File: src/design/stt_pkg.sv
`timescale 1ns / 1ps
`default_nettype none
// ----------------------------------------------------------------------------
// stt_pkg
// Shared types, codes and keyword table of the source text tokenizer.
// ----------------------------------------------------------------------------
package stt_pkg;

    localparam int POSITION_BITS_DEF = 16;
    localparam int MAX_TOKEN_LEN_DEF = 255;

    // result queue depth, a power of two
    localparam int Q_DEPTH = 4;

    typedef enum logic [4:0] {
        TK_INT, TK_FLOAT, TK_DOUBLE, TK_EQ, TK_BOOL, TK_CHAR, TK_CHARLIT, TK_ID,
        TK_NUM, TK_IF, TK_ELSE, TK_WHILE, TK_FOR, TK_RETURN, TK_ASSIGN,
        TK_PLUS, TK_MINUS, TK_STAR, TK_DIV, TK_LPAREN, TK_RPAREN, TK_LBRACE,
        TK_RBRACE, TK_SEMI, TK_GT, TK_LT, TK_EOF, TK_ERROR
    } t_tok_kind;

    typedef enum logic [2:0] {
        ERR_NONE, ERR_UNEXPECTED, ERR_UNTERM, ERR_ESC_END, ERR_ESC_BAD
    } t_err;

    typedef enum logic [3:0] {
        M_IDLE, M_SLASH, M_EQ, M_NUM, M_WORD, M_COMMENT,
        M_QOPEN, M_QESC, M_QCLOSE, M_HALT
    } t_mode;

    typedef struct packed {
        logic       kind;
        logic [7:0] ch;
    } t_in;

    typedef struct packed {
        t_tok_kind   token_kind;
        logic [15:0] line;
        logic [15:0] start_offset;
        logic [7:0]  token_length;
        logic [7:0]  char_value;
        t_err        error_code;
        logic        last;
    } t_res;

    // results of one accepted word, slot 0 first
    typedef struct packed {
        logic [1:0] cnt;
        t_res       r0;
        t_res       r1;
    } t_push;

    // keyword text with byte 0 in the low bits
    typedef struct packed {
        logic [5:0][7:0] text;
        logic [2:0]      len;
        t_tok_kind       kind;
    } t_kw;

    localparam t_kw KW_TABLE [10] = '{
        '{48'("tni"),    3'd3, TK_INT},
        '{48'("taolf"),  3'd5, TK_FLOAT},
        '{48'("rga"),    3'd3, TK_IF},
        '{48'("anrew"),  3'd5, TK_ELSE},
        '{48'("nruter"), 3'd6, TK_RETURN},
        '{48'("elbuod"), 3'd6, TK_DOUBLE},
        '{48'("elihw"),  3'd5, TK_WHILE},
        '{48'("rof"),    3'd3, TK_FOR},
        '{48'("loob"),   3'd4, TK_BOOL},
        '{48'("rahc"),   3'd4, TK_CHAR}
    };

    // count 7 marks a word longer than six bytes
    function automatic t_tok_kind kw_kind(logic [5:0][7:0] pfx, logic [2:0] cnt);
        t_tok_kind k;
        logic      hit;
        logic      found;
        k     = TK_ID;
        found = 1'b0;
        for (int i = 0; i < 10; i++) begin
            hit = (KW_TABLE[i].len == cnt);
            for (int j = 0; j < 6; j++) begin
                if ((3'(j) < cnt) && (KW_TABLE[i].text[j] != pfx[j])) begin
                    hit = 1'b0;
                end
            end
            if (hit && !found) begin
                k     = KW_TABLE[i].kind;
                found = 1'b1;
            end
        end
        return k;
    endfunction

    function automatic logic is_digit(logic [7:0] c);
        return (c >= "0") && (c <= "9");
    endfunction

    function automatic logic is_alpha(logic [7:0] c);
        return ((c >= "A") && (c <= "Z")) || ((c >= "a") && (c <= "z"));
    endfunction

endpackage
`default_nettype wire

File: src/design/stt_lexer.sv
`timescale 1ns / 1ps
`default_nettype none
// ----------------------------------------------------------------------------
// stt_lexer
// Lexer state and token decision; yields up to two results per source word.
// ----------------------------------------------------------------------------
module stt_lexer import stt_pkg::*; #(
    parameter int POSITION_BITS = POSITION_BITS_DEF,
    parameter int MAX_TOKEN_LEN = MAX_TOKEN_LEN_DEF
) (
    input  wire logic  i_clk,
    input  wire logic  i_rst_n,
    input  wire logic  i_accept,
    input  wire t_in   i_word,
    output t_push      o_push
);

    localparam int LW = $clog2(MAX_TOKEN_LEN + 1);

    t_mode                    r_mode, n_mode;
    logic [15:0]              r_line, n_line;
    logic [POSITION_BITS-1:0] r_pos, n_pos;
    logic [POSITION_BITS-1:0] r_tstart, n_tstart;
    logic [15:0]              r_tline, n_tline;
    logic [LW-1:0]            r_tlen, n_tlen;
    logic [7:0]               r_lit, n_lit;
    logic [2:0]               r_pcnt, n_pcnt;
    logic [5:0][7:0]          r_prefix, n_prefix;

    logic [7:0]    w_ch;
    logic          w_src;
    logic          w_idle;
    logic          w_nl, w_ws, w_pending;
    logic [LW-1:0] w_grown;
    logic [15:0]   w_line_inc;
    t_tok_kind     w_single;
    t_tok_kind     w_kw;

    logic          w_f_v, w_s_v;
    t_res          w_f, w_s;

    assign w_ch       = i_word.ch;
    assign w_src      = i_accept && !i_word.kind;
    assign w_nl       = (w_ch == "\n");
    assign w_ws       = (w_ch == " ") || (w_ch == "\t") || (w_ch == 8'h0B) ||
                        (w_ch == 8'h0C) || (w_ch == 8'h0D);
    assign w_pending  = (w_ch == "/") || (w_ch == "=") || (w_ch == "'") ||
                        is_digit(w_ch) || is_alpha(w_ch);
    assign w_grown    = (r_tlen < LW'(MAX_TOKEN_LEN)) ? r_tlen + 1'b1 : r_tlen;
    assign w_line_inc = (r_line != 16'hFFFF) ? r_line + 16'd1 : r_line;
    assign w_kw       = kw_kind(r_prefix, r_pcnt);

    always_comb begin
        case (w_ch)
            "+":     w_single = TK_PLUS;
            "-":     w_single = TK_MINUS;
            "*":     w_single = TK_STAR;
            "(":     w_single = TK_LPAREN;
            ")":     w_single = TK_RPAREN;
            "{":     w_single = TK_LBRACE;
            "}":     w_single = TK_RBRACE;
            ";":     w_single = TK_SEMI;
            ">":     w_single = TK_GT;
            "<":     w_single = TK_LT;
            default: w_single = TK_ERROR;
        endcase
    end

    // byte is handled from idle, after any pending token is closed
    always_comb begin
        w_idle = 1'b0;
        if (w_src) begin
            case (r_mode)
                M_IDLE:  w_idle = 1'b1;
                M_SLASH: w_idle = (w_ch != "/");
                M_EQ:    w_idle = (w_ch != "=");
                M_NUM:   w_idle = !is_digit(w_ch);
                M_WORD:  w_idle = !(is_alpha(w_ch) || is_digit(w_ch));
                default: w_idle = 1'b0;
            endcase
        end
    end

    // next state
    always_comb begin
        n_mode   = r_mode;
        n_line   = r_line;
        n_pos    = r_pos;
        n_tstart = r_tstart;
        n_tline  = r_tline;
        n_tlen   = r_tlen;
        n_lit    = r_lit;
        n_pcnt   = r_pcnt;
        n_prefix = r_prefix;
        if (i_accept && i_word.kind) begin
            n_mode   = M_IDLE;
            n_line   = 16'd1;
            n_pos    = '0;
            n_tstart = '0;
            n_tline  = 16'd1;
            n_tlen   = '0;
            n_lit    = '0;
            n_pcnt   = '0;
        end else if (w_src) begin
            if (r_mode != M_HALT && r_pos != '1) begin
                n_pos = r_pos + 1'b1;
            end
            case (r_mode)
                M_SLASH: begin
                    if (w_ch == "/") n_mode = M_COMMENT;
                end
                M_EQ: begin
                    if (w_ch == "=") begin
                        n_tlen = LW'(2);
                        n_mode = M_IDLE;
                    end
                end
                M_NUM: begin
                    if (is_digit(w_ch)) n_tlen = w_grown;
                end
                M_WORD: begin
                    if (is_alpha(w_ch) || is_digit(w_ch)) begin
                        n_tlen = w_grown;
                        if (r_pcnt < 3'd6) n_prefix[r_pcnt] = w_ch;
                        if (r_pcnt < 3'd7) n_pcnt = r_pcnt + 3'd1;
                    end
                end
                M_COMMENT: begin
                    if (w_nl) begin
                        n_line = w_line_inc;
                        n_mode = M_IDLE;
                    end
                end
                M_QOPEN: begin
                    n_tlen = w_grown;
                    if (w_nl) begin
                        n_mode = M_HALT;
                    end else if (w_ch == "\\") begin
                        n_mode = M_QESC;
                    end else begin
                        n_lit  = w_ch;
                        n_mode = M_QCLOSE;
                    end
                end
                M_QESC: begin
                    n_tlen = w_grown;
                    n_mode = M_QCLOSE;
                    if (w_ch == "n") begin
                        n_lit = "\n";
                    end else if (w_ch == "t") begin
                        n_lit = "\t";
                    end else if (w_ch == "'" || w_ch == "\\") begin
                        n_lit = w_ch;
                    end else begin
                        n_mode = M_HALT;
                    end
                end
                M_QCLOSE: begin
                    n_tlen = w_grown;
                    n_mode = (w_ch == "'") ? M_IDLE : M_HALT;
                end
                default: ;
            endcase
            if (w_idle) begin
                n_mode = M_IDLE;
                if (w_nl) begin
                    n_line = w_line_inc;
                end else if (!w_ws) begin
                    n_tstart = r_pos;
                    n_tline  = r_line;
                    n_tlen   = LW'(1);
                    if (w_ch == "/") begin
                        n_mode = M_SLASH;
                    end else if (w_ch == "=") begin
                        n_mode = M_EQ;
                    end else if (is_digit(w_ch)) begin
                        n_mode = M_NUM;
                    end else if (w_ch == "'") begin
                        n_mode = M_QOPEN;
                    end else if (is_alpha(w_ch)) begin
                        n_mode      = M_WORD;
                        n_prefix[0] = w_ch;
                        n_pcnt      = 3'd1;
                    end else if (w_single == TK_ERROR) begin
                        n_mode = M_HALT;
                    end
                end
            end
        end
    end

    // results: a closed pending token first, then a token of this byte or eof
    always_comb begin
        w_f_v              = 1'b0;
        w_f                = '0;
        w_f.line           = r_tline;
        w_f.start_offset   = 16'(r_tstart);
        w_f.token_length   = 8'(r_tlen);
        w_f.token_kind     = TK_ERROR;
        w_s_v              = 1'b0;
        w_s                = '0;
        w_s.line           = r_line;
        w_s.start_offset   = 16'(r_pos);
        w_s.token_length   = 8'd1;
        w_s.token_kind     = w_single;
        w_s.error_code     = (w_single == TK_ERROR) ? ERR_UNEXPECTED : ERR_NONE;
        if (i_accept && i_word.kind) begin
            case (r_mode)
                M_SLASH: begin
                    w_f_v = 1'b1;
                    w_f.token_kind = TK_DIV;
                end
                M_EQ: begin
                    w_f_v = 1'b1;
                    w_f.token_kind = TK_ASSIGN;
                end
                M_NUM: begin
                    w_f_v = 1'b1;
                    w_f.token_kind = TK_NUM;
                end
                M_WORD: begin
                    w_f_v = 1'b1;
                    w_f.token_kind = (r_pcnt <= 3'd6) ? w_kw : TK_ID;
                end
                M_QOPEN, M_QCLOSE: begin
                    w_f_v = 1'b1;
                    w_f.error_code = ERR_UNTERM;
                end
                M_QESC: begin
                    w_f_v = 1'b1;
                    w_f.error_code = ERR_ESC_END;
                end
                default: ;
            endcase
            w_s_v            = 1'b1;
            w_s.token_kind   = TK_EOF;
            w_s.token_length = 8'd0;
            w_s.error_code   = ERR_NONE;
        end else if (w_src) begin
            case (r_mode)
                M_SLASH: begin
                    w_f_v = w_idle;
                    w_f.token_kind = TK_DIV;
                end
                M_EQ: begin
                    w_f_v = 1'b1;
                    if (w_idle) begin
                        w_f.token_kind = TK_ASSIGN;
                    end else begin
                        w_f.token_kind   = TK_EQ;
                        w_f.token_length = 8'd2;
                    end
                end
                M_NUM: begin
                    w_f_v = w_idle;
                    w_f.token_kind = TK_NUM;
                end
                M_WORD: begin
                    w_f_v = w_idle;
                    w_f.token_kind = (r_pcnt <= 3'd6) ? w_kw : TK_ID;
                end
                M_QOPEN: begin
                    w_f_v = w_nl;
                    w_f.token_length = 8'(w_grown);
                    w_f.error_code   = ERR_UNTERM;
                end
                M_QESC: begin
                    w_f_v = !(w_ch == "n" || w_ch == "t" || w_ch == "'" || w_ch == "\\");
                    w_f.token_length = 8'(w_grown);
                    w_f.error_code   = ERR_ESC_BAD;
                end
                M_QCLOSE: begin
                    w_f_v = 1'b1;
                    w_f.token_length = 8'(w_grown);
                    if (w_ch == "'") begin
                        w_f.token_kind = TK_CHARLIT;
                        w_f.char_value = r_lit;
                    end else begin
                        w_f.error_code = ERR_UNTERM;
                    end
                end
                default: ;
            endcase
            w_s_v = w_idle && !w_nl && !w_ws && !w_pending;
        end

        o_push = '0;
        if (w_f_v && w_s_v) begin
            o_push.cnt     = 2'd2;
            o_push.r0      = w_f;
            o_push.r1      = w_s;
            o_push.r1.last = 1'b1;
        end else if (w_f_v) begin
            o_push.cnt     = 2'd1;
            o_push.r0      = w_f;
            o_push.r0.last = 1'b1;
        end else if (w_s_v) begin
            o_push.cnt     = 2'd1;
            o_push.r0      = w_s;
            o_push.r0.last = 1'b1;
        end
    end

    always_ff @(posedge i_clk) begin
        if (!i_rst_n) begin
            r_mode   <= M_IDLE;
            r_line   <= 16'd1;
            r_pos    <= '0;
            r_tstart <= '0;
            r_tline  <= 16'd1;
            r_tlen   <= '0;
            r_lit    <= '0;
            r_pcnt   <= '0;
        end else begin
            r_mode   <= n_mode;
            r_line   <= n_line;
            r_pos    <= n_pos;
            r_tstart <= n_tstart;
            r_tline  <= n_tline;
            r_tlen   <= n_tlen;
            r_lit    <= n_lit;
            r_pcnt   <= n_pcnt;
        end
    end

    // prefix bytes are read only after they are written
    always_ff @(posedge i_clk) begin
        r_prefix <= n_prefix;
    end

endmodule
`default_nettype wire

File: src/design/stt_outq.sv
`timescale 1ns / 1ps
`default_nettype none
// ----------------------------------------------------------------------------
// stt_outq
// Result queue: takes up to two results a cycle, hands out one a cycle unless the reader stalls.
// ----------------------------------------------------------------------------
module stt_outq import stt_pkg::*; (
    input  wire logic  i_clk,
    input  wire logic  i_rst_n,
    input  wire t_push i_push,
    output logic       o_full,
    output logic       o_valid,
    input  wire logic  i_stall,
    output t_res       o_word
);

    localparam int PW = $clog2(Q_DEPTH);
    localparam int CW = $clog2(Q_DEPTH + 1);

    t_res          r_mem [Q_DEPTH];
    logic [PW-1:0] r_wr, n_wr;
    logic [PW-1:0] r_rd, n_rd;
    logic [CW-1:0] r_count, n_count;
    logic          w_pop;

    assign o_valid = (r_count != '0);
    assign o_word  = r_mem[r_rd];
    // keep room for a word that yields two results
    assign o_full  = (r_count > CW'(Q_DEPTH - 2));
    assign w_pop   = o_valid && !i_stall;

    always_comb begin
        n_wr    = r_wr + PW'(i_push.cnt);
        n_rd    = r_rd + PW'(w_pop);
        n_count = r_count + CW'(i_push.cnt) - CW'(w_pop);
    end

    always_ff @(posedge i_clk) begin
        if (i_push.cnt != 2'd0) r_mem[r_wr] <= i_push.r0;
        if (i_push.cnt == 2'd2) r_mem[r_wr + PW'(1)] <= i_push.r1;
    end

    always_ff @(posedge i_clk) begin
        if (!i_rst_n) begin
            r_wr    <= '0;
            r_rd    <= '0;
            r_count <= '0;
        end else begin
            r_wr    <= n_wr;
            r_rd    <= n_rd;
            r_count <= n_count;
        end
    end

endmodule
`default_nettype wire

File: src/design/source_text_tokenizer_top.sv
`timescale 1ns / 1ps
`default_nettype none
// path: the byte that closes a token writes it into the result queue, which feeds the output
// throughput: one source byte per cycle unless input stalls; a byte that
//   closes a pending token and starts a single-byte token yields two results,
//   which drain one per cycle unless the output stalls, through a four-entry
//   result queue, and input stalls while it holds more than two results
// reset: synchronous; lexer idle at line 1, position 0, result queue empty
// ----------------------------------------------------------------------------
// source_text_tokenizer_top
// Streaming lexer: source bytes in, tokens with line, offset and length out.
// ----------------------------------------------------------------------------
module source_text_tokenizer_top import stt_pkg::*; #(
    parameter int POSITION_BITS = POSITION_BITS_DEF,
    parameter int MAX_TOKEN_LEN = MAX_TOKEN_LEN_DEF
) (
    input  wire logic i_clk,
    input  wire logic i_rst_n,
    input  wire logic i_in_valid,
    output logic      o_in_stall,
    input  wire t_in  i_in_word,
    output logic      o_out_valid,
    input  wire logic i_out_stall,
    output t_res      o_out_word
);

    t_push w_push;
    logic  w_accept;

    assign w_accept = i_in_valid && !o_in_stall;

    stt_lexer #(
        .POSITION_BITS(POSITION_BITS),
        .MAX_TOKEN_LEN(MAX_TOKEN_LEN)
    ) u_lexer (
        .i_clk   (i_clk),
        .i_rst_n (i_rst_n),
        .i_accept(w_accept),
        .i_word  (i_in_word),
        .o_push  (w_push)
    );

    stt_outq u_outq (
        .i_clk  (i_clk),
        .i_rst_n(i_rst_n),
        .i_push (w_push),
        .o_full (o_in_stall),
        .o_valid(o_out_valid),
        .i_stall(i_out_stall),
        .o_word (o_out_word)
    );

endmodule
`default_nettype wire

File: config.mk
export PLATFORM = sky130hd
export DESIGN_NAME = source_text_tokenizer_top
export DESIGN_NICKNAME = d
export VERILOG_FILES = /design/src/design/stt_pkg.sv /design/src/design/stt_lexer.sv /design/src/design/stt_outq.sv /design/src/design/source_text_tokenizer_top.sv
export SDC_FILE = /design/constraint.sdc
export NUM_CORES = 1
export LEC_CHECK = 0
export ABC_CLOCK_PERIOD_IN_PS = 5800
export BUFFER_PORTS_ARGS = -buffer_cell sky130_fd_sc_hd__buf_2
export CAP_MARGIN = 20
export CORE_UTILIZATION = 62
export CTS_BUF_LIST = sky130_fd_sc_hd__clkbuf_16
export CTS_CLUSTER_DIAMETER = 50
export DETAILED_ROUTE_END_ITERATION = 16
export MAX_ROUTING_LAYER = met4
export PLACE_DENSITY = 0.89
export SYNTH_ARGS = -nofsm -noshare
export SYNTH_HDL_FRONTEND = slang
export SYNTH_SLANG_ARGS = --single-unit
File: constraint.sdc
create_clock -name i_clk -period 5.8 [get_ports i_clk]
set_input_delay 1.74 -clock i_clk [delete_from_list [all_inputs] [get_ports i_clk]]
set_output_delay 1.74 -clock i_clk [all_outputs]
set_load 0.03 [all_outputs]
==> run metrics <==
Worst Tran Pin Value=between 1000 and 1500 ps; Critical Path AT=~5700 ps; Reg-to-Reg End=u_outq.r_mem[1][25]; sequential fraction of the synthesis area=0.5291; first-pass GRT wire length=~77000 µm; class of the worst hold path=flip-flop to flip-flop; Tot GR Track Use=0.3480; initial core utilization=0.6386; Post-DP HPWL=31590 µm; most frequent cells after synthesis=edfxtp_1, nand2_1, a22o_1; filler instances=around 1900; Layout Cells excl Fill=just over 2000; clock buffer depth=3; largest cells by area after synthesis=edfxtp_1, dfxtp_1, a22o_1; nets@finish=1651; Worst-path clk slew=60 ps; Clock Sinks=370; cell with the most instances after synthesis=edfxtp_1; GR Overflow Total=0; Die Ht=172.1 µm; IO buf count=71; core area=~0.028 mm²; final setup vio count=0; Logic pwr share=0.248; sequential share of power=0.431; achievable clock frequency=between 150 and 200 MHz; Cells after Synth=between 1500 and 2000; Crit. End Element=flip-flop; Worst Path Max Fanout=30; antenna fix cells=0; final slew viol count=0; Async S/R FF share, synth=0; Tcrit/Tclk final=0.9125; Leak=slightly below 0.007 µW; flop2flop setup slack=roughly 1000 ps; clk_skew=between 20 and 25 ps; Final Core Density=0.7050; worst setup path startpoint=i_in_word[4]; largest area contributor in the netlist=edfxtp_1; worst endpoint required time=6190 ps; Post-synth EDFFs=about 210; Pwr Density=371.7 mW/mm²; CTS tree=yes; worst hold start=u_outq.r_mem[3][2]; Post-route DRC=0; Routed WL=approximately 49000 µm; gpl congestion=about 1.0; Netlist Area Pre-Place=roughly 0.018 mm²; status=finished clean; yosys warns=0; via/cell ratio=6.972; NetSw=about 2400 µW; initial antenna violation count=0; relative slew slack=0.2825; clk root buf=clkbuf_16; Num CTS Buffers=40; H-tree levels=2; synthesized flop and latch total=370; pin count of the biggest net entering global routing=51; Synth cell types=between 90 and 100; Horiz. Die Dim=~170 µm; pre-CTS setup slack=126.4 ps; RSZ-0062 raised after global routing=no; Synth Area per Inst=11.27 µm²; total negative slack=0 ps; final setup margin=roughly 510 ps; vias in the first global route=around 14000; Setup CP Type=primary input to flip-flop; top-area cell type share of the netlist area=0.3482; sw frac=0.3275; hold path cells=2; clk_lat worst skew=550 ps; Hold Path End=u_outq.r_mem[3][2]; worst-case vdd ir drop=roughly 0.00024 V; TritonRoute pass-1 iters=8; MaxCap Viol Count=0; I/O Pins=72; # rows=61; Mapped Nets=around 1600; synthesis-to-layout area growth=10.39%; internal power=between 4000 and 5000 µW; cells on worst reg2reg path=12; DP Area=around 0.019 mm²; area of the die=0.02961 mm²; WL/cell=24.20 µm; Placed Cells incl. Taps=about 2000; drt first-iter violations=~1700; FF-to-FF Start=u_lexer.r_mode[0]; final period demand of the worst path=5292 ps; post-route ant nets=0; startpoint types=primary input; cts hold-fix bufs=0; Post CTS Setup Buffer Count=0; post-cts gate resize count=0; routed vias=14181; Synth Flop Type=edfxtp_1; final hold violations=0; design area=just under 0.02 mm²; share of layout cells above drive strength 1=0.1606; Clk network pwr share=0.321
[power groups by stage]
stage               clock network, µW  registers [µW]  logic (µW)
floorplan                           0            3110        1350
global placement                    0            3210        1780
detailed placement                  0            3230        1790
CTS                              2370            3170        1800
global route                     2480            3200        1930
finish                           2360            3180        1820
[cells by family (layout without fill, tap and decap cells)]
| group | count (synthesis) | in the layout | share of synthesized area |
|---|---|---|---|
| AND/OR/NAND/NOR | 535 | 535 | 0.1572 |
| multiplexers | 68 | 68 | 0.07813 |
| AO/OA/AOI/OAI | 435 | 435 | 0.1758 |
| flip-flops | 370 | 370 | 0.5291 |
| adder cells (fa/ha/maj) | 13 | 13 | 0.009487 |
| XOR/XNOR | 27 | 27 | 0.01318 |
| buffers and inverters | 143 | 208 | 0.03718 |
[how the worst max path moves through the flow]
stage,cells after the start,slack [ps],to
2_1_floorplan,14,300,u_outq.r_mem[0][0]
3_3_place_gp,15,170,u_outq.r_mem[0][26]
3_5_place_dp,15,130,u_outq.r_mem[2][24]
4_1_cts,15,610,u_outq.r_mem[0][28]
5_1_grt,14,250,u_outq.r_mem[3][52]
6_report,15,510,u_outq.r_mem[0][28]
[registers in the layout, indices dropped and copies added, names as in the netlist, named ones only]
signal            cells
u_lexer.r_pos        16
u_outq.r_count        3
u_lexer.r_tline      16
u_lexer.r_mode        4
u_outq.r_mem        228
u_lexer.r_lit         8
u_lexer.r_tlen        8
u_outq.r_rd           2
u_lexer.r_prefix     48
u_outq.r_wr           2
u_lexer.r_tstart     16
u_lexer.r_line       13
u_lexer.r_pcnt        3
[layout make-up]
| class | count | area [µm²] | area share |
|---|---|---|---|
| Clock buffer | 40 | 1001 | 0.05055 |
| Clock inverter | 33 | 222.7 | 0.01125 |
| Inverter | 24 | 91.34 | 0.004613 |
| Multi-Input combinational cell | 1078 | 7787 | 0.3933 |
| Sequential cell | 370 | 9494 | 0.4795 |
| Tap cell | 378 | 473.0 | 0.02389 |
| Timing Repair Buffer | 111 | 730.7 | 0.03690 |
[critical path, stage by stage]
cell and delay (ps):
buf_2 250, or3b_2 470, a2111oi_0 550, nor4b_1 180, a21oi_1 340, nand2_1 90, o21bai_1 260, inv_1 80
ha_1 250, clkinv_1 170, and3_4 330, nand2b_4 120, o21ai_4 150, buf_4 420, a22o_1 230
[routing by layer]
| layer | wire, µm | GRT usage | part of all wire | vias to the layer above |
|---|---|---|---|---|
| met5 | 0 | - | 0 | - |
| met4 | 1755 | 0.1566 | 0.036 | 0 |
| li1 | - | - | - | 6201 |
| met1 | 18550 | 0.4359 | 0.38 | 6912 |
| met3 | 4813 | 0.05241 | 0.098 | 156 |
| met2 | 24100 | 0.5612 | 0.49 | 912 |
[per-stage QoR]
| stage | hold slack, ps | power [µW] |
|---|---|---|
| after global routing | 470.2 | 7605 |
| after floorplan | 419.8 | 4461 |
| after CTS | 450.4 | 7340 |
| final | 448.8 | 7360 |
| after global placement | 428.3 | 4990 |
| after detailed placement | 442.4 | 5013 |
[placed cells by master, fill, tap and decap left out, types with 12 or more instances in the layout]
master,n
nor4_1,16
nor2b_1,13
buf_2,71
clkbuf_16,40
o22ai_1,23
dfxtp_1,160
nand2_1,172
nand3_1,39
edfxtp_1,208
o21ai_0,59
mux4_2,57
and3_1,20
or3_1,17
clkinv_1,14
nor3b_1,14
nand2b_1,16
nand4_1,21
xor2_1,17
nor2_1,90
a21oi_1,91
nor3_1,34
inv_1,25
ha_1,12
and2_1,16
a22o_1,166
buf_4,34
Note: power is estimated with default switching activity, not from simulation.
